`config.mk`:
```
export PLATFORM = sky130hd
export DESIGN_NAME = tick_rounding_fixed_value
export DESIGN_NICKNAME = d
export VERILOG_FILES = /design/src/rtl/core/trfv_pkg.sv /design/src/rtl/core/trfv_div.sv /design/src/rtl/core/trfv_mul.sv /design/src/rtl/core/tick_rounding_fixed_value.sv
export SDC_FILE = /design/constraint.sdc
export NUM_CORES = 1
export LEC_CHECK = 0
export ABC_AREA = 1
export BUFFER_PORTS_ARGS = -buffer_cell sky130_fd_sc_hd__buf_2
export CELL_PAD_IN_SITES_DETAIL_PLACEMENT = 2
export CELL_PAD_IN_SITES_GLOBAL_PLACEMENT = 2
export CORE_MARGIN = 2
export CORE_UTILIZATION = 38
export CTS_BUF_LIST = sky130_fd_sc_hd__clkbuf_4 sky130_fd_sc_hd__clkbuf_8
export DETAILED_ROUTE_END_ITERATION = 8
export PLACE_DENSITY_LB_ADDON = 0.12
export SYNTH_ARGS = -nofsm -noshare
export SYNTH_HDL_FRONTEND = slang
export SYNTH_SLANG_ARGS = --single-unit
```
`constraint.sdc`:
```
create_clock -name clk_i -period 5.4 [get_ports clk_i]
set_input_delay 0.27 -clock clk_i [delete_from_list [all_inputs] [get_ports clk_i]]
set_output_delay 0.27 -clock clk_i [all_outputs]
set_load 0.02 [all_outputs]
```
`src/rtl/core/trfv_pkg.sv`:
```
`timescale 1ns / 1ps

package trfv_pkg;

  // code width and tick width
  localparam int unsigned ValueW   = 32;
  localparam int unsigned IncW     = 20;

  // set path: one quotient bit per cycle over the whole magnitude
  localparam int unsigned DivSteps = ValueW;
  localparam int unsigned DivCntW  = $clog2(DivSteps + 1);

  // add/subtract path: one increment bit per cycle
  localparam int unsigned MulSteps = IncW;
  localparam int unsigned MulCntW  = $clog2(MulSteps + 1);

  // accumulator holds stored code plus ticks times increment without loss
  localparam int unsigned AccW     = ValueW + IncW + 2;

  // set path works two bits wider than the code to see range overflow
  localparam int unsigned ExtW     = ValueW + 2;

  typedef enum logic [1:0] {
    OP_SET = 2'd0,
    OP_ADD = 2'd1,
    OP_SUB = 2'd2,
    OP_CMP = 2'd3
  } op_e;

  typedef enum logic [1:0] {
    RND_NEAREST_EVEN = 2'd0,
    RND_CEIL         = 2'd1,
    RND_FLOOR        = 2'd2,
    RND_EXACT        = 2'd3
  } rnd_e;

  typedef enum logic [1:0] {
    ERR_NONE     = 2'd0,
    ERR_INEXACT  = 2'd1,
    ERR_OVERFLOW = 2'd2
  } err_e;

  typedef enum logic [1:0] {
    CMP_LESS    = 2'd0,
    CMP_EQUAL   = 2'd1,
    CMP_GREATER = 2'd2
  } cmp_e;

  typedef enum logic [2:0] {
    ST_IDLE,
    ST_DIV,
    ST_FIX1,
    ST_FIX2,
    ST_FIX3,
    ST_MUL,
    ST_DONE
  } state_e;

  typedef struct packed {
    logic done;   // one-cycle pulse, remainder valid from here on
    logic q_lsb;  // lowest quotient bit of the magnitude division
  } div_stat_t;

endpackage

```
`src/rtl/core/trfv_div.sv`:
```
`timescale 1ns / 1ps

module trfv_div import trfv_pkg::*; (
  input  logic              clk_i,
  input  logic              rst_ni,
  input  logic              start_i,
  input  logic [ValueW-1:0] dividend_i,
  input  logic [IncW-1:0]   divisor_i,
  output div_stat_t         stat_o,
  output logic [IncW-1:0]   rem_o
);

  logic [ValueW-1:0]  dvd_q, dvd_d;
  logic [IncW-1:0]    dsr_q, dsr_d;
  logic [IncW-1:0]    rem_q, rem_d;
  logic               qbit_q, qbit_d;
  logic [DivCntW-1:0] cnt_q, cnt_d;
  logic               done_q, done_d;
  logic [IncW:0]      trial;
  logic               ge;

  // restoring radix-2 step: bring down one dividend bit per cycle
  always_comb begin
    trial  = {rem_q, dvd_q[ValueW-1]};
    ge     = (trial >= {1'b0, dsr_q});
    dvd_d  = dvd_q;
    dsr_d  = dsr_q;
    rem_d  = rem_q;
    qbit_d = qbit_q;
    cnt_d  = cnt_q;
    done_d = 1'b0;
    if (start_i) begin
      dvd_d = dividend_i;
      dsr_d = divisor_i;
      rem_d = '0;
      cnt_d = DivCntW'(DivSteps);
    end else if (cnt_q != '0) begin
      rem_d  = ge ? IncW'(trial - {1'b0, dsr_q}) : trial[IncW-1:0];
      qbit_d = ge;
      dvd_d  = {dvd_q[ValueW-2:0], 1'b0};
      cnt_d  = cnt_q - 1'b1;
      done_d = (cnt_q == DivCntW'(1));
    end
  end

  always_ff @(posedge clk_i or negedge rst_ni) begin
    if (!rst_ni) begin
      cnt_q  <= '0;
      done_q <= 1'b0;
    end else begin
      cnt_q  <= cnt_d;
      done_q <= done_d;
    end
  end

  always_ff @(posedge clk_i) begin
    dvd_q  <= dvd_d;
    dsr_q  <= dsr_d;
    rem_q  <= rem_d;
    qbit_q <= qbit_d;
  end

  assign stat_o.done  = done_q;
  assign stat_o.q_lsb = qbit_q;
  assign rem_o        = rem_q;

endmodule

```
`src/rtl/core/trfv_mul.sv`:
```
`timescale 1ns / 1ps

module trfv_mul import trfv_pkg::*; (
  input  logic              clk_i,
  input  logic              rst_ni,
  input  logic              start_i,
  input  logic [AccW-1:0]   acc_init_i,
  input  logic [AccW-1:0]   addend_i,
  input  logic [IncW-1:0]   mult_i,
  output logic              done_o,
  output logic [AccW-1:0]   acc_o
);

  logic [AccW-1:0]    acc_q, acc_d;
  logic [AccW-1:0]    add_q, add_d;
  logic [IncW-1:0]    mlt_q, mlt_d;
  logic [MulCntW-1:0] cnt_q, cnt_d;
  logic               done_q, done_d;

  // shift-and-add, one multiplier bit per cycle, lsb first
  always_comb begin
    acc_d  = acc_q;
    add_d  = add_q;
    mlt_d  = mlt_q;
    cnt_d  = cnt_q;
    done_d = 1'b0;
    if (start_i) begin
      acc_d = acc_init_i;
      add_d = addend_i;
      mlt_d = mult_i;
      cnt_d = MulCntW'(MulSteps);
    end else if (cnt_q != '0) begin
      if (mlt_q[0]) begin
        acc_d = acc_q + add_q;
      end
      add_d  = {add_q[AccW-2:0], 1'b0};
      mlt_d  = {1'b0, mlt_q[IncW-1:1]};
      cnt_d  = cnt_q - 1'b1;
      done_d = (cnt_q == MulCntW'(1));
    end
  end

  always_ff @(posedge clk_i or negedge rst_ni) begin
    if (!rst_ni) begin
      cnt_q  <= '0;
      done_q <= 1'b0;
    end else begin
      cnt_q  <= cnt_d;
      done_q <= done_d;
    end
  end

  always_ff @(posedge clk_i) begin
    acc_q <= acc_d;
    add_q <= add_d;
    mlt_q <= mlt_d;
  end

  assign done_o = done_q;
  assign acc_o  = acc_q;

endmodule

```
`src/rtl/core/tick_rounding_fixed_value.sv`:
```
`timescale 1ns / 1ps

// channel   direction  handshake                    payload
// in        to block   in_valid_i / in_stall_o      opcode, value_in, round_mode,
//                                                   tick_count, other_code
// out       from block out_valid_o / out_stall_i    code_out, error_code, compare_result
// cfg       to block   cfg_we_i                     cfg_data_i (increment)
//
// set runs the divider over the magnitude (one quotient bit a cycle), waits in ST_DIV
// for it to finish, takes three rounding steps (ST_FIX1 to ST_FIX3), loads the output
// in ST_DONE and returns to ST_IDLE to take the next item. add and subtract run the
// shift-and-add over the increment bits, then ST_DONE; compare goes straight to ST_DONE.
// one transaction in flight; its result sits in an output register, so the next item
// is taken while that result waits on out_stall_i, and the one after waits for it.
// reset clears the stored code to zero and the increment to one.

module tick_rounding_fixed_value import trfv_pkg::*; (
  input  logic                     clk_i,
  input  logic                     rst_ni,
  // input channel
  input  logic                     in_valid_i,
  output logic                     in_stall_o,
  input  logic [1:0]               opcode_i,
  input  logic signed [ValueW-1:0] value_in_i,
  input  logic [1:0]               round_mode_i,
  input  logic signed [ValueW-1:0] tick_count_i,
  input  logic signed [ValueW-1:0] other_code_i,
  // output channel
  output logic                     out_valid_o,
  input  logic                     out_stall_i,
  output logic signed [ValueW-1:0] code_out_o,
  output logic [1:0]               error_code_o,
  output logic [1:0]               compare_result_o,
  // configuration
  input  logic                     cfg_we_i,
  input  logic [IncW-1:0]          cfg_data_i
);

  state_e state_q, state_d;

  // architectural state
  logic [IncW-1:0]   inc_q;
  logic [ValueW-1:0] stored_q, stored_d;

  // captured item
  op_e               op_q;
  rnd_e              mode_q;
  logic [ExtW-1:0]   v_q;
  logic              neg_q;

  // rounding pipeline
  logic [IncW-1:0]   r_q, r_d;
  logic              qodd_q, qodd_d;
  logic [ExtW-1:0]   base_q, base_d;
  logic              up_q, up_d;
  logic              inexact_q, inexact_d;

  // pending result
  logic [ValueW-1:0] res_code_q, res_code_d;
  err_e              res_err_q, res_err_d;
  cmp_e              res_cmp_q, res_cmp_d;

  // output register
  logic              out_valid_q, out_valid_d;
  logic [ValueW-1:0] out_code_q, out_code_d;
  err_e              out_err_q, out_err_d;
  cmp_e              out_cmp_q, out_cmp_d;

  logic              accept;
  logic              out_free;
  op_e               op_in;
  logic [IncW-1:0]   inc_eff;
  logic [ValueW-1:0] v_u;
  logic [ValueW-1:0] mag;

  // serial units
  logic              div_start;
  div_stat_t         div_stat;
  logic [IncW-1:0]   div_rem;
  logic              mul_start;
  logic              mul_done;
  logic [AccW-1:0]   mul_acc;
  logic [AccW-1:0]   acc_init;
  logic [AccW-1:0]   tk_sx;
  logic [AccW-1:0]   addend;

  // fix-up helpers
  logic              rem_nz;
  logic              r_nz;
  logic [IncW:0]     r_twice;
  logic [IncW:0]     inc_wide;
  logic [ExtW-1:0]   rounded;
  logic              rounded_fits;
  logic              acc_fits;

  assign op_in    = op_e'(opcode_i);
  assign inc_eff  = (inc_q == '0) ? IncW'(1) : inc_q;   // zero increment acts as one
  assign in_stall_o = (state_q != ST_IDLE);
  assign accept   = in_valid_i && !in_stall_o;
  assign out_free = !out_valid_q || !out_stall_i;

  // set path divides the magnitude, sign handled after
  assign v_u       = value_in_i;
  assign mag       = v_u[ValueW-1] ? (~v_u + 1'b1) : v_u;
  assign div_start = accept && (op_in == OP_SET);

  // add/subtract: accumulator starts at the stored code, adds +/- ticks per set bit
  assign acc_init  = {{(AccW-ValueW){stored_q[ValueW-1]}}, stored_q};
  assign tk_sx     = {{(AccW-ValueW){tick_count_i[ValueW-1]}}, tick_count_i};
  assign addend    = (op_in == OP_SUB) ? (~tk_sx + 1'b1) : tk_sx;
  assign mul_start = accept && ((op_in == OP_ADD) || (op_in == OP_SUB));

  trfv_div u_trfv_div (
    .clk_i      (clk_i),
    .rst_ni     (rst_ni),
    .start_i    (div_start),
    .dividend_i (mag),
    .divisor_i  (inc_eff),
    .stat_o     (div_stat),
    .rem_o      (div_rem)
  );

  trfv_mul u_trfv_mul (
    .clk_i      (clk_i),
    .rst_ni     (rst_ni),
    .start_i    (mul_start),
    .acc_init_i (acc_init),
    .addend_i   (addend),
    .mult_i     (inc_eff),
    .done_o     (mul_done),
    .acc_o      (mul_acc)
  );

  // floor remainder and quotient parity from the truncated division
  assign rem_nz   = (div_rem != '0);
  // rounding decision on the floor remainder
  assign r_nz     = (r_q != '0);
  assign r_twice  = {r_q, 1'b0};
  assign inc_wide = {1'b0, inc_eff};
  // final multiple and its range check
  assign rounded      = base_q + (up_q ? ExtW'(inc_eff) : ExtW'(0));
  assign rounded_fits = (rounded[ExtW-1:ValueW-1] == {(ExtW-ValueW+1){rounded[ValueW-1]}});
  assign acc_fits     = (mul_acc[AccW-1:ValueW-1] == {(AccW-ValueW+1){mul_acc[ValueW-1]}});

  always_comb begin
    state_d     = state_q;
    stored_d    = stored_q;
    r_d         = r_q;
    qodd_d      = qodd_q;
    base_d      = base_q;
    up_d        = up_q;
    inexact_d   = inexact_q;
    res_code_d  = res_code_q;
    res_err_d   = res_err_q;
    res_cmp_d   = res_cmp_q;
    out_valid_d = out_valid_q && out_stall_i;
    out_code_d  = out_code_q;
    out_err_d   = out_err_q;
    out_cmp_d   = out_cmp_q;

    case (state_q)
      ST_IDLE: begin
        if (accept) begin
          case (op_in)
            OP_SET: state_d = ST_DIV;
            OP_ADD, OP_SUB: state_d = ST_MUL;
            default: begin
              // compare needs nothing serial, result ready at once
              res_code_d = stored_q;
              res_err_d  = ERR_NONE;
              if ($signed(stored_q) < other_code_i) begin
                res_cmp_d = CMP_LESS;
              end else if ($signed(stored_q) > other_code_i) begin
                res_cmp_d = CMP_GREATER;
              end else begin
                res_cmp_d = CMP_EQUAL;
              end
              state_d = ST_DONE;
            end
          endcase
        end
      end
      ST_DIV: begin
        if (div_stat.done) begin
          state_d = ST_FIX1;
        end
      end
      ST_FIX1: begin
        // negative dividend with a remainder: floor quotient is one lower
        r_d     = (neg_q && rem_nz) ? (inc_eff - div_rem) : div_rem;
        qodd_d  = div_stat.q_lsb ^ (neg_q && rem_nz);
        state_d = ST_FIX2;
      end
      ST_FIX2: begin
        base_d    = v_q - ExtW'(r_q);
        up_d      = 1'b0;
        inexact_d = 1'b0;
        case (mode_q)
          RND_NEAREST_EVEN: up_d = (r_twice > inc_wide) || ((r_twice == inc_wide) && qodd_q);
          RND_CEIL:         up_d = r_nz;
          RND_FLOOR:        up_d = 1'b0;
          default: begin
            // exact only: a miss keeps the multiple truncated toward zero
            inexact_d = r_nz;
            up_d      = neg_q && r_nz;
          end
        endcase
        state_d = ST_FIX3;
      end
      ST_FIX3: begin
        res_code_d = rounded[ValueW-1:0];
        res_cmp_d  = CMP_EQUAL;
        if (inexact_q) begin
          res_err_d = ERR_INEXACT;
        end else if (!rounded_fits) begin
          res_err_d = ERR_OVERFLOW;
        end else begin
          res_err_d = ERR_NONE;
        end
        state_d = ST_DONE;
      end
      ST_MUL: begin
        if (mul_done) begin
          res_code_d = mul_acc[ValueW-1:0];
          res_err_d  = acc_fits ? ERR_NONE : ERR_OVERFLOW;
          res_cmp_d  = CMP_EQUAL;
          state_d    = ST_DONE;
        end
      end
      ST_DONE: begin
        // hand over once the output register is empty or being drained
        if (out_free) begin
          out_valid_d = 1'b1;
          out_code_d  = res_code_q;
          out_err_d   = res_err_q;
          out_cmp_d   = res_cmp_q;
          stored_d    = res_code_q;
          state_d     = ST_IDLE;
        end
      end
      default: state_d = ST_IDLE;
    endcase
  end

  always_ff @(posedge clk_i or negedge rst_ni) begin
    if (!rst_ni) begin
      state_q     <= ST_IDLE;
      inc_q       <= IncW'(1);
      stored_q    <= '0;
      out_valid_q <= 1'b0;
    end else begin
      state_q     <= state_d;
      stored_q    <= stored_d;
      out_valid_q <= out_valid_d;
      if (cfg_we_i) begin
        inc_q <= cfg_data_i;
      end
    end
  end

  always_ff @(posedge clk_i) begin
    if (accept) begin
      op_q   <= op_in;
      mode_q <= rnd_e'(round_mode_i);
      v_q    <= {{(ExtW-ValueW){v_u[ValueW-1]}}, v_u};
      neg_q  <= v_u[ValueW-1];
    end
    r_q        <= r_d;
    qodd_q     <= qodd_d;
    base_q     <= base_d;
    up_q       <= up_d;
    inexact_q  <= inexact_d;
    res_code_q <= res_code_d;
    res_err_q  <= res_err_d;
    res_cmp_q  <= res_cmp_d;
    out_code_q <= out_code_d;
    out_err_q  <= out_err_d;
    out_cmp_q  <= out_cmp_d;
  end

  assign out_valid_o      = out_valid_q;
  assign code_out_o       = out_code_q;
  assign error_code_o     = out_err_q;
  assign compare_result_o = (op_q == OP_CMP) || (out_cmp_q != CMP_EQUAL) ? out_cmp_q : CMP_EQUAL;

endmodule

```
==> key figures, run 1 <==
Status
  – Outcome: completed

Finish
  – Cell Count, Final, Fillers Out: 5106
  – Area Growth Syn to Fin: 14.8%
  – Final Util: 44.1%
  – Layout cells sized above 1: 9.31%
  – Final Cell Area: 33500 sq um
  – Most frequent cells in the layout: 1057 x nand2_1, 466 x inv_1, 343 x edfxtp_1
  – Layout Nets: 4330
  – Fillers: 8865
  – Leading cell type in the layout, fill and taps excluded: nand2_1

Route
  – Remaining antenna violation count after routing: 0
  – DRT Pass-1 Iters: 5
  – Routed wire length: 123000 microns
  – DR iter-0 viols: 1645
  – Vias: 28100
  – Post-route DRC violation count: 0
  – DR WL/cell: 24.1 microns
  – DR vias/cell: 5.50

CTS
  – CTS buffer count: 82
  – Resized cells post-CTS: 0
  – Clock transition at path regs: 0.06 ns
  – Clk buf depth: 3
  – Worst skew pair latency: 0.72 ns
  – # clock sinks: 432
  – CTS H-tree lvls: 3
  – Root Driver: clkbuf_8
  – TritonCTS clock tree: yes

Yosys
  – Ys async rst share: 16.0%
  – Cell Area, Synth: 29200 sq um
  – Sequential-to-total area share from yosys stat: 42.5%
  – Post-Syn Area per Cell: 7.75 sq um
  – Post-synth EDFFs: 343
  – Synth warn: 0
  – Cells after synthesis: 3770
  – Main synth FF type: edfxtp_1
  – Syn nets: 4094
  – Yosys reg bits: 432
  – Synth cell types: 55

Setup path
  – Worst setup path start: inc_q[18]$_DFFE_PN0P_
  – Crit Path Category: register to register
  – Worst reg2reg startpoint: inc_q[18]$_DFFE_PN0P_
  – CP required: 5.83 ns
  – Endpoint class of the critical path: register
  – Crit-path max FO: 5
  – Startpoint Class: register
  – Critical Path AT: 4.41 ns

Timing
  – Max Freq: 252 MHz
  – Hold_ws: 0.0654 ns
  – RSZ-0062 raised after global routing: false
  – Post-layout min period: 3.97 ns
  – Worst slew margin: 27.1%
  – Final Slew Violations: 0
  – Final setup viols: 0
  – Clk_skew: 0.0524 ns
  – Worst Slack Setup Final: 1.43 ns
  – Worst slew pin tran: 1.09 ns
  – Crit share post-route: 73.6%
  – TNS Setup: 0 ns
  – Hold Violations, Final: 0

Placement
  – Post-DP Area: 31100 sq um
  – Input/output buffers: 162
  – Final RePlAce weighted congestion: 0.934
  – Placed cell count: 4885
  – Post-DP HPWL: 95800 microns
  – Worst slack at placement: 1.72 ns

Die
  – Overall die height: 281 microns
  – Cell row count: 101
  – Initial Util: 38.4%
  – Core Area: 76100 sq um
  – DIE WIDTH: 281 microns
  – IO Count: 163
  – Full die area: 79100 sq um

GRT
  – First-pass GRT wire length: 186000 microns
  – Pin count of the biggest net entering global routing: 123
  – Vias in the first global route: 30300
  – Gr usage total: 31.1%
  – Initial antenna violation count: 7
  – Final global-route overflow total: 0

Power and ir drop
  – P_leak: 15.4 nW
  – Tot Pwr: 21.8 mW
  – Power Density: 650 nW/um^2
  – Peak VDD IR: 0.208 mV

Worst hold path
  – HP Start: tick_count_i[0]
  – Worst Hold Class: input pin to register

Run
  – Max_cap viols: 0
## cells in the mapped netlist (4+ instances only)
master | instances | area, sq um
xnor2_1 | 45 | 394
fa_1 | 5 | 100
o21bai_1 | 11 | 82.6
nand3_1 | 210 | 1050
buf_2 | 27 | 135
nor4_1 | 26 | 163
nand2_1 | 1059 | 3980
inv_1 | 466 | 1750
edfxtp_1 | 343 | 10300
dfxtp_1 | 20 | 400
clkbuf_1 | 57 | 214
nand2_2 | 5 | 31.3
nor3_1 | 56 | 280
or2_2 | 21 | 131
a31oi_1 | 5 | 31.3
a21o_1 | 15 | 113
o21ai_2 | 4 | 35.0
nor2_1 | 332 | 1250
o21a_1 | 14 | 105
o21ai_0 | 313 | 1570
a21oi_1 | 223 | 1120
nand4_1 | 63 | 394
o211ai_1 | 27 | 203
inv_2 | 4 | 15.0
o31ai_1 | 5 | 37.5
o21ai_1 | 17 | 85.1
nor2_2 | 7 | 43.8
nand3b_1 | 25 | 188
ha_1 | 194 | 2430
a21boi_0 | 4 | 30.0
dfrtp_1 | 68 | 1700
buf_6 | 4 | 45.0
nand3_2 | 4 | 40.0
xor2_1 | 54 | 473
## where the power goes
group / switching (mW) / leakage [nW] / total, mW / internal (mW)
logic: 7.76 / 10.1 / 11.2 / 3.46
clock network: 1.62 / 0.921 / 3.59 / 1.97
registers: 1.36 / 4.43 / 6.99 / 5.63
## registers in the layout, indices dropped and copies added, names as in the netlist, 3 cells and up
name	count
base_q	33
u_trfv_mul.add_q	54
v_q	32
code_out_o	32
u_trfv_mul.mlt_q	20
state_q	3
u_trfv_div.rem_o	20
u_trfv_div.dvd_q	32
r_q	20
u_trfv_mul.acc_o	54
res_code_q	32
stored_q	32
u_trfv_div.dsr_q	20
u_trfv_div.cnt_q	6
u_trfv_mul.cnt_q	5
inc_q	20
## path summary, 6_finish.rpt
| kind | end | slack, ns | cells after the start |
|---|---|---|---|
| worst min-delay path | u_trfv_mul.add_q[0]$_SDFFCE_PN0P_ | 0.07 | 3 |
| worst min register to register | out_cmp_q[0]$_DFFE_PP_ | 0.42 | 0 |
| min in group asynchronous | stored_q[22]$_DFFE_PN0P_ | 0.57 | 3 |
| max in group asynchronous | inc_q[3]$_DFFE_PN0P_ | 3.72 | 4 |
| worst max register to register | res_code_q[20]$_DFFE_PP_ | 1.43 | 20 |
| worst max-delay path | res_code_q[20]$_DFFE_PP_ | 1.43 | 20 |
## critical path: stages, from the launching register on
cell	delay, ns
dfrtp_1	0.45
nor4_1	0.53
nand3_1	0.15
nand2_1	0.14
inv_1	0.11
nor2_1	0.15
ha_1	0.22
inv_1	0.07
fa_1	0.37
inv_1	0.08
nand2_1	0.06
a21oi_1	0.28
nand2_1	0.09
nand2_1	0.13
nand2_1	0.06
nand2_1	0.20
nand2_1	0.12
nand2_1	0.18
a21oi_1	0.11
o21ai_0	0.11
nand3_1	0.09
## what timing repair did
| item | in CTS | in global routing |
|---|---|---|
| hold buffers | 67 | 0 |
| setup buffers | 0 | 0 |
| hold endpoints to repair | 103 | 0 |
## routing by layer
| layer | vias to the layer above | routed length (microns) | GRT usage [%] | share of wire (%) |
|---|---|---|---|---|
| met5 | - | 52 | 0 | 0.042 |
| met4 | 8 | 4710 | 11.3 | 3.8 |
| met3 | 230 | 5080 | 4.03 | 4.1 |
| met2 | 653 | 60800 | 54.9 | 49 |
| met1 | 14100 | 52300 | 38.8 | 43 |
| li1 | 13100 | - | - | - |
## area by class of cell
class / count / area [sq um] / share of cell area [%]
tap: 1030 / 1290 / 3.84
sequential: 432 / 12400 / 37.1
inverter: 471 / 1770 / 5.27
multi-input combinational: 2774 / 14600 / 43.7
antenna: 3 / 7.51 / 0.0224
clock buffer: 122 / 1520 / 4.54
timing repair buffer: 245 / 1630 / 4.86
clock inverter: 29 / 251 / 0.750
## cells by family (layout without fill, tap and decap cells)
kind of cell / after synthesis / after routing / synth area share, %
other cells: 0 / 3 / 0
simple gates: 1821 / 1821 / 26.2
xor+xnor: 99 / 99 / 2.97
flops: 432 / 432 / 42.5
fa+ha+maj: 199 / 199 / 8.65
buf+inv: 564 / 867 / 7.49
compound gates: 655 / 655 / 12.1
Power figures use the tool's default switching activity.
==> run 2: changes to the inputs <==
==> constraint.sdc (replaced) <==
create_clock -name clk_i -period 3.94 [get_ports clk_i]
set_input_delay 0.197 -clock clk_i [delete_from_list [all_inputs] [get_ports clk_i]]
set_output_delay 0.197 -clock clk_i [all_outputs]
set_load 0.02 [all_outputs]
==> run 2 against run 1 <==
Against the previous run:
- clock skew shrank 0.0017 ns
- critical path depth grew 2
- via count grew 0.45%
==> key figures, run 2 (synthesized netlist as in run 1, its figures left out) <==
CTS
  – # clock sinks: 432 (unchanged)
  – Clk buf depth: 3 (unchanged)
  – Clock transition at path regs: 0.06 ns (about the same)
  – Post-CTS Setup Bufs: 0 (unchanged)
  – CTS buffer count: 82 (unchanged)
  – Worst skew pair latency: 0.71 ns (was 0.72 ns)
  – Root Driver: clkbuf_8 (unchanged)
  – TritonCTS clock tree: yes (unchanged)
  – CTS H-tree lvls: 3 (unchanged)

Finish
  – Layout Nets: 4355 (was 4330)
  – Final Cell Area: 33800 sq um (was 33500 sq um)
  – Reg area: 12400 sq um (unchanged)
  – Layout cells sized above 1: 9.85% (was 9.31%)
  – Fillers: 8821 (was 8865)
  – Area Growth Syn to Fin: 15.8% (was 14.8%)
  – Leading cell type in the layout, fill and taps excluded: nand2_1 (unchanged)
  – Cell Count, Final, Fillers Out: 5134 (was 5106)
  – Multi-input gate area: 14700 sq um (was 14600 sq um)
  – Most frequent cells in the layout: 1055 x nand2_1, 466 x inv_1, 343 x edfxtp_1 (was 1057 x nand2_1, 466 x inv_1, 343 x edfxtp_1)

Setup path
  – CP required: 4.38 ns (was 5.83 ns)
  – Reg2reg end: res_code_q[20]$_DFFE_PP_ (unchanged)
  – Endpoint class of the critical path: register (unchanged)
  – Most used cell, CP: nand2_1 (unchanged)
  – Startpoint Class: register (unchanged)
  – Crit path cell chain: inv_1, nand4_1, nor2_1, nand3_1, nand2_1, inv_1, nor2_1, ha_1, inv_1, fa_1, inv_1, nand2_1, a21oi_2, nand2_1, nand2_1, nand2_1, nand2_2, nand2_1, nand2_2, a21oi_1, o21ai_0, nand3_1 (was nor4_1, nand3_1, nand2_1, inv_1, nor2_1, ha_1, inv_1, fa_1, inv_1, nand2_1, a21oi_1, nand2_1, nand2_1, nand2_1, nand2_1, nand2_1, nand2_1, a21oi_1, o21ai_0, nand3_1)
  – Worst reg2reg startpoint: inc_q[2]$_DFFE_PN0P_ (was inc_q[18]$_DFFE_PN0P_)
  – CP top delay family: simple AND/OR/NAND/NOR gates (unchanged)
  – WP buf/inv: 4 (was 3)
  – Critical Path AT: 4.09 ns (was 4.41 ns)
  – Crit Path Category: register to register (unchanged)
  – Crit path capture: res_code_q[20]$_DFFE_PP_ (unchanged)
  – R2R setup slack: 0.29 ns (was 1.43 ns)
  – Instance count on the critical path: 22 (was 20)
  – R2R cell count: 22 (was 20)
  – Crit-path max FO: 5 (unchanged)
  – Critical Path Max Stage Delay: 0.43 ns (was 0.53 ns)
  – Critical-path top delay cell: dfrtp_1 (was nor4_1)
  – Worst setup path start: inc_q[2]$_DFFE_PN0P_ (was inc_q[18]$_DFFE_PN0P_)

Placement
  – Input/output buffers: 162 (unchanged)
  – Final RePlAce weighted congestion: 0.945 (was 0.934)
  – Post-DP HPWL: 96100 microns (was 95800 microns)
  – Placed cell count: 4899 (was 4885)
  – Post-DP Area: 31200 sq um (was 31100 sq um)

Die
  – DIE WIDTH: 281 microns (unchanged)
  – Overall die height: 281 microns (unchanged)
  – IO Count: 163 (unchanged)
  – Initial Util: 38.4% (unchanged)
  – Full die area: 79100 sq um (unchanged)
  – Cell row count: 101 (unchanged)
  – Core Area: 76100 sq um (unchanged)

Worst hold path
  – Hold Crit Depth: 3 (unchanged)
  – Worst Hold Class: input pin to register (unchanged)

Route
  – DR iter-0 viols: 1771 (was 1645)
  – Post-route DRC violation count: 0 (unchanged)
  – Routed wire length: 125000 microns (was 123000 microns)
  – DR WL/cell: 24.3 microns (was 24.1 microns)
  – Vias: 28200 (was 28100)
  – Remaining antenna violation count after routing: 0 (unchanged)
  – DR vias/cell: 5.49 (was 5.50)
  – DRT Pass-1 Iters: 5 (unchanged)

Timing
  – Clk_skew: 0.0507 ns (was 0.0524 ns)
  – Worst slew pin tran: 0.973 ns (was 1.09 ns)
  – Worst slew margin: 35.0% (was 27.1%)
  – Final setup viols: 0 (unchanged)
  – TNS Setup: 0 ns (unchanged)
  – Max Freq: 274 MHz (was 252 MHz)
  – Post-layout min period: 3.65 ns (was 3.97 ns)
  – Hold Violations, Final: 0 (unchanged)
  – Crit share post-route: 92.6% (was 73.6%)
  – Final Slew Violations: 0 (unchanged)

GRT
  – First-pass GRT wire length: 189000 microns (was 186000 microns)
  – Vias in the first global route: 30800 (was 30300)
  – Initial antenna violation count: 8 (was 7)
  – Final global-route overflow total: 0 (unchanged)
  – Pin count of the biggest net entering global routing: 105 (was 123)
  – Gr usage total: 31.6% (was 31.1%)

Power and ir drop
  – Logic pwr share: 51.6% (was 51.5%)
  – Int Pwr: 15.4 mW (was 11.1 mW)
  – Power Density: 891 nW/um^2 (was 650 nW/um^2)
  – P_leak: 15.6 nW (was 15.4 nW)
  – Power share of the clock group: 16.8% (was 16.5%)
  – NetSw: 14.8 mW (was 10.7 mW)
  – Sequential power share: 31.7% (was 32.1%)
  – Switching Share: 49.0% (was 49.3%)
  – Peak VDD IR: 0.324 mV (was 0.208 mV)

Status
  – Outcome: completed (unchanged)

Run
  – Max_cap viols: 0 (unchanged)
-- run 2: cell type report --
type / instances / area share [%]
clock inverter: 29 / 0.903
multi-input combinational: 2774 / 43.3
timing repair buffer: 270 / 5.45
sequential: 432 / 36.7
inverter: 471 / 5.23
antenna: 3 / 0.0222
clock buffer: 125 / 4.51
tap: 1030 / 3.81
-- run 2: worst min path at each step --
stage	startpoint	endpoint	slack [ns]
after global placement	rst_ni	stored_q[23]$_DFFE_PN0P_	0.29
after detailed placement	rst_ni	stored_q[23]$_DFFE_PN0P_	0.30
final	tick_count_i[23]	u_trfv_mul.add_q[23]$_DFFE_PP_	0.06
after floorplan	rst_ni	inc_q[10]$_DFFE_PN0P_	-0.1
after CTS	tick_count_i[6]	u_trfv_mul.add_q[6]$_DFFE_PP_	0.0004
after global routing	tick_count_i[9]	u_trfv_mul.add_q[9]$_DFFE_PP_	0.02
-- run 2: worst register-to-register path, stage by stage, from the launching register on --
cell	delay [ns]
dfrtp_1	0.43
inv_1	0.16
nand4_1	0.16
nor2_1	0.18
nand3_1	0.10
nand2_1	0.15
inv_1	0.13
nor2_1	0.12
ha_1	0.18
inv_1	0.06
fa_1	0.37
inv_1	0.08
nand2_1	0.09
a21oi_2	0.21
nand2_1	0.07
nand2_1	0.12
nand2_1	0.09
nand2_2	0.12
nand2_1	0.11
nand2_2	0.15
a21oi_1	0.11
o21ai_0	0.12
nand3_1	0.09
-- run 2: power groups by stage --
stage               clock (mW)  combinational [mW]  sequential, mW
floorplan                    0                10.0            8.62
global placement             0                14.5            9.50
detailed placement           0                15.1            9.55
CTS                       5.12                15.4            9.51
global route              5.32                17.3            9.64
finish                    5.05                15.5            9.54
-- run 2: per-layer routing --
metal	global-route usage, %	routed length [microns]	vias to the layer above
met5	0	41	-
met2	56.2	61700	652
met3	3.82	4990	247
li1	-	-	13100
met4	12.3	5240	8
met1	38.7	52600	14200
-- run 2: what timing repair did --
action,in CTS,in global routing
hold buffers,78,0
gates resized for setup,0,3
setup endpoints to repair,0,6
endpoints found under the hold margin,150,0
-- run 2: per-stage QoR --
step           utilization (%)  hold slack (ns)  power (mW)  setup WS (ns)
6_report                  44.5           0.0583        30.1          0.292
5_1_grt                   44.5           0.0208        32.2        -0.0397
4_1_cts                   44.4         0.000359        30.0          0.177
3_5_place_dp              41.0            0.303        24.7          0.204
3_3_place_gp              41.0            0.292        24.0          0.424
2_1_floorplan                -          -0.0986        18.6         0.0770
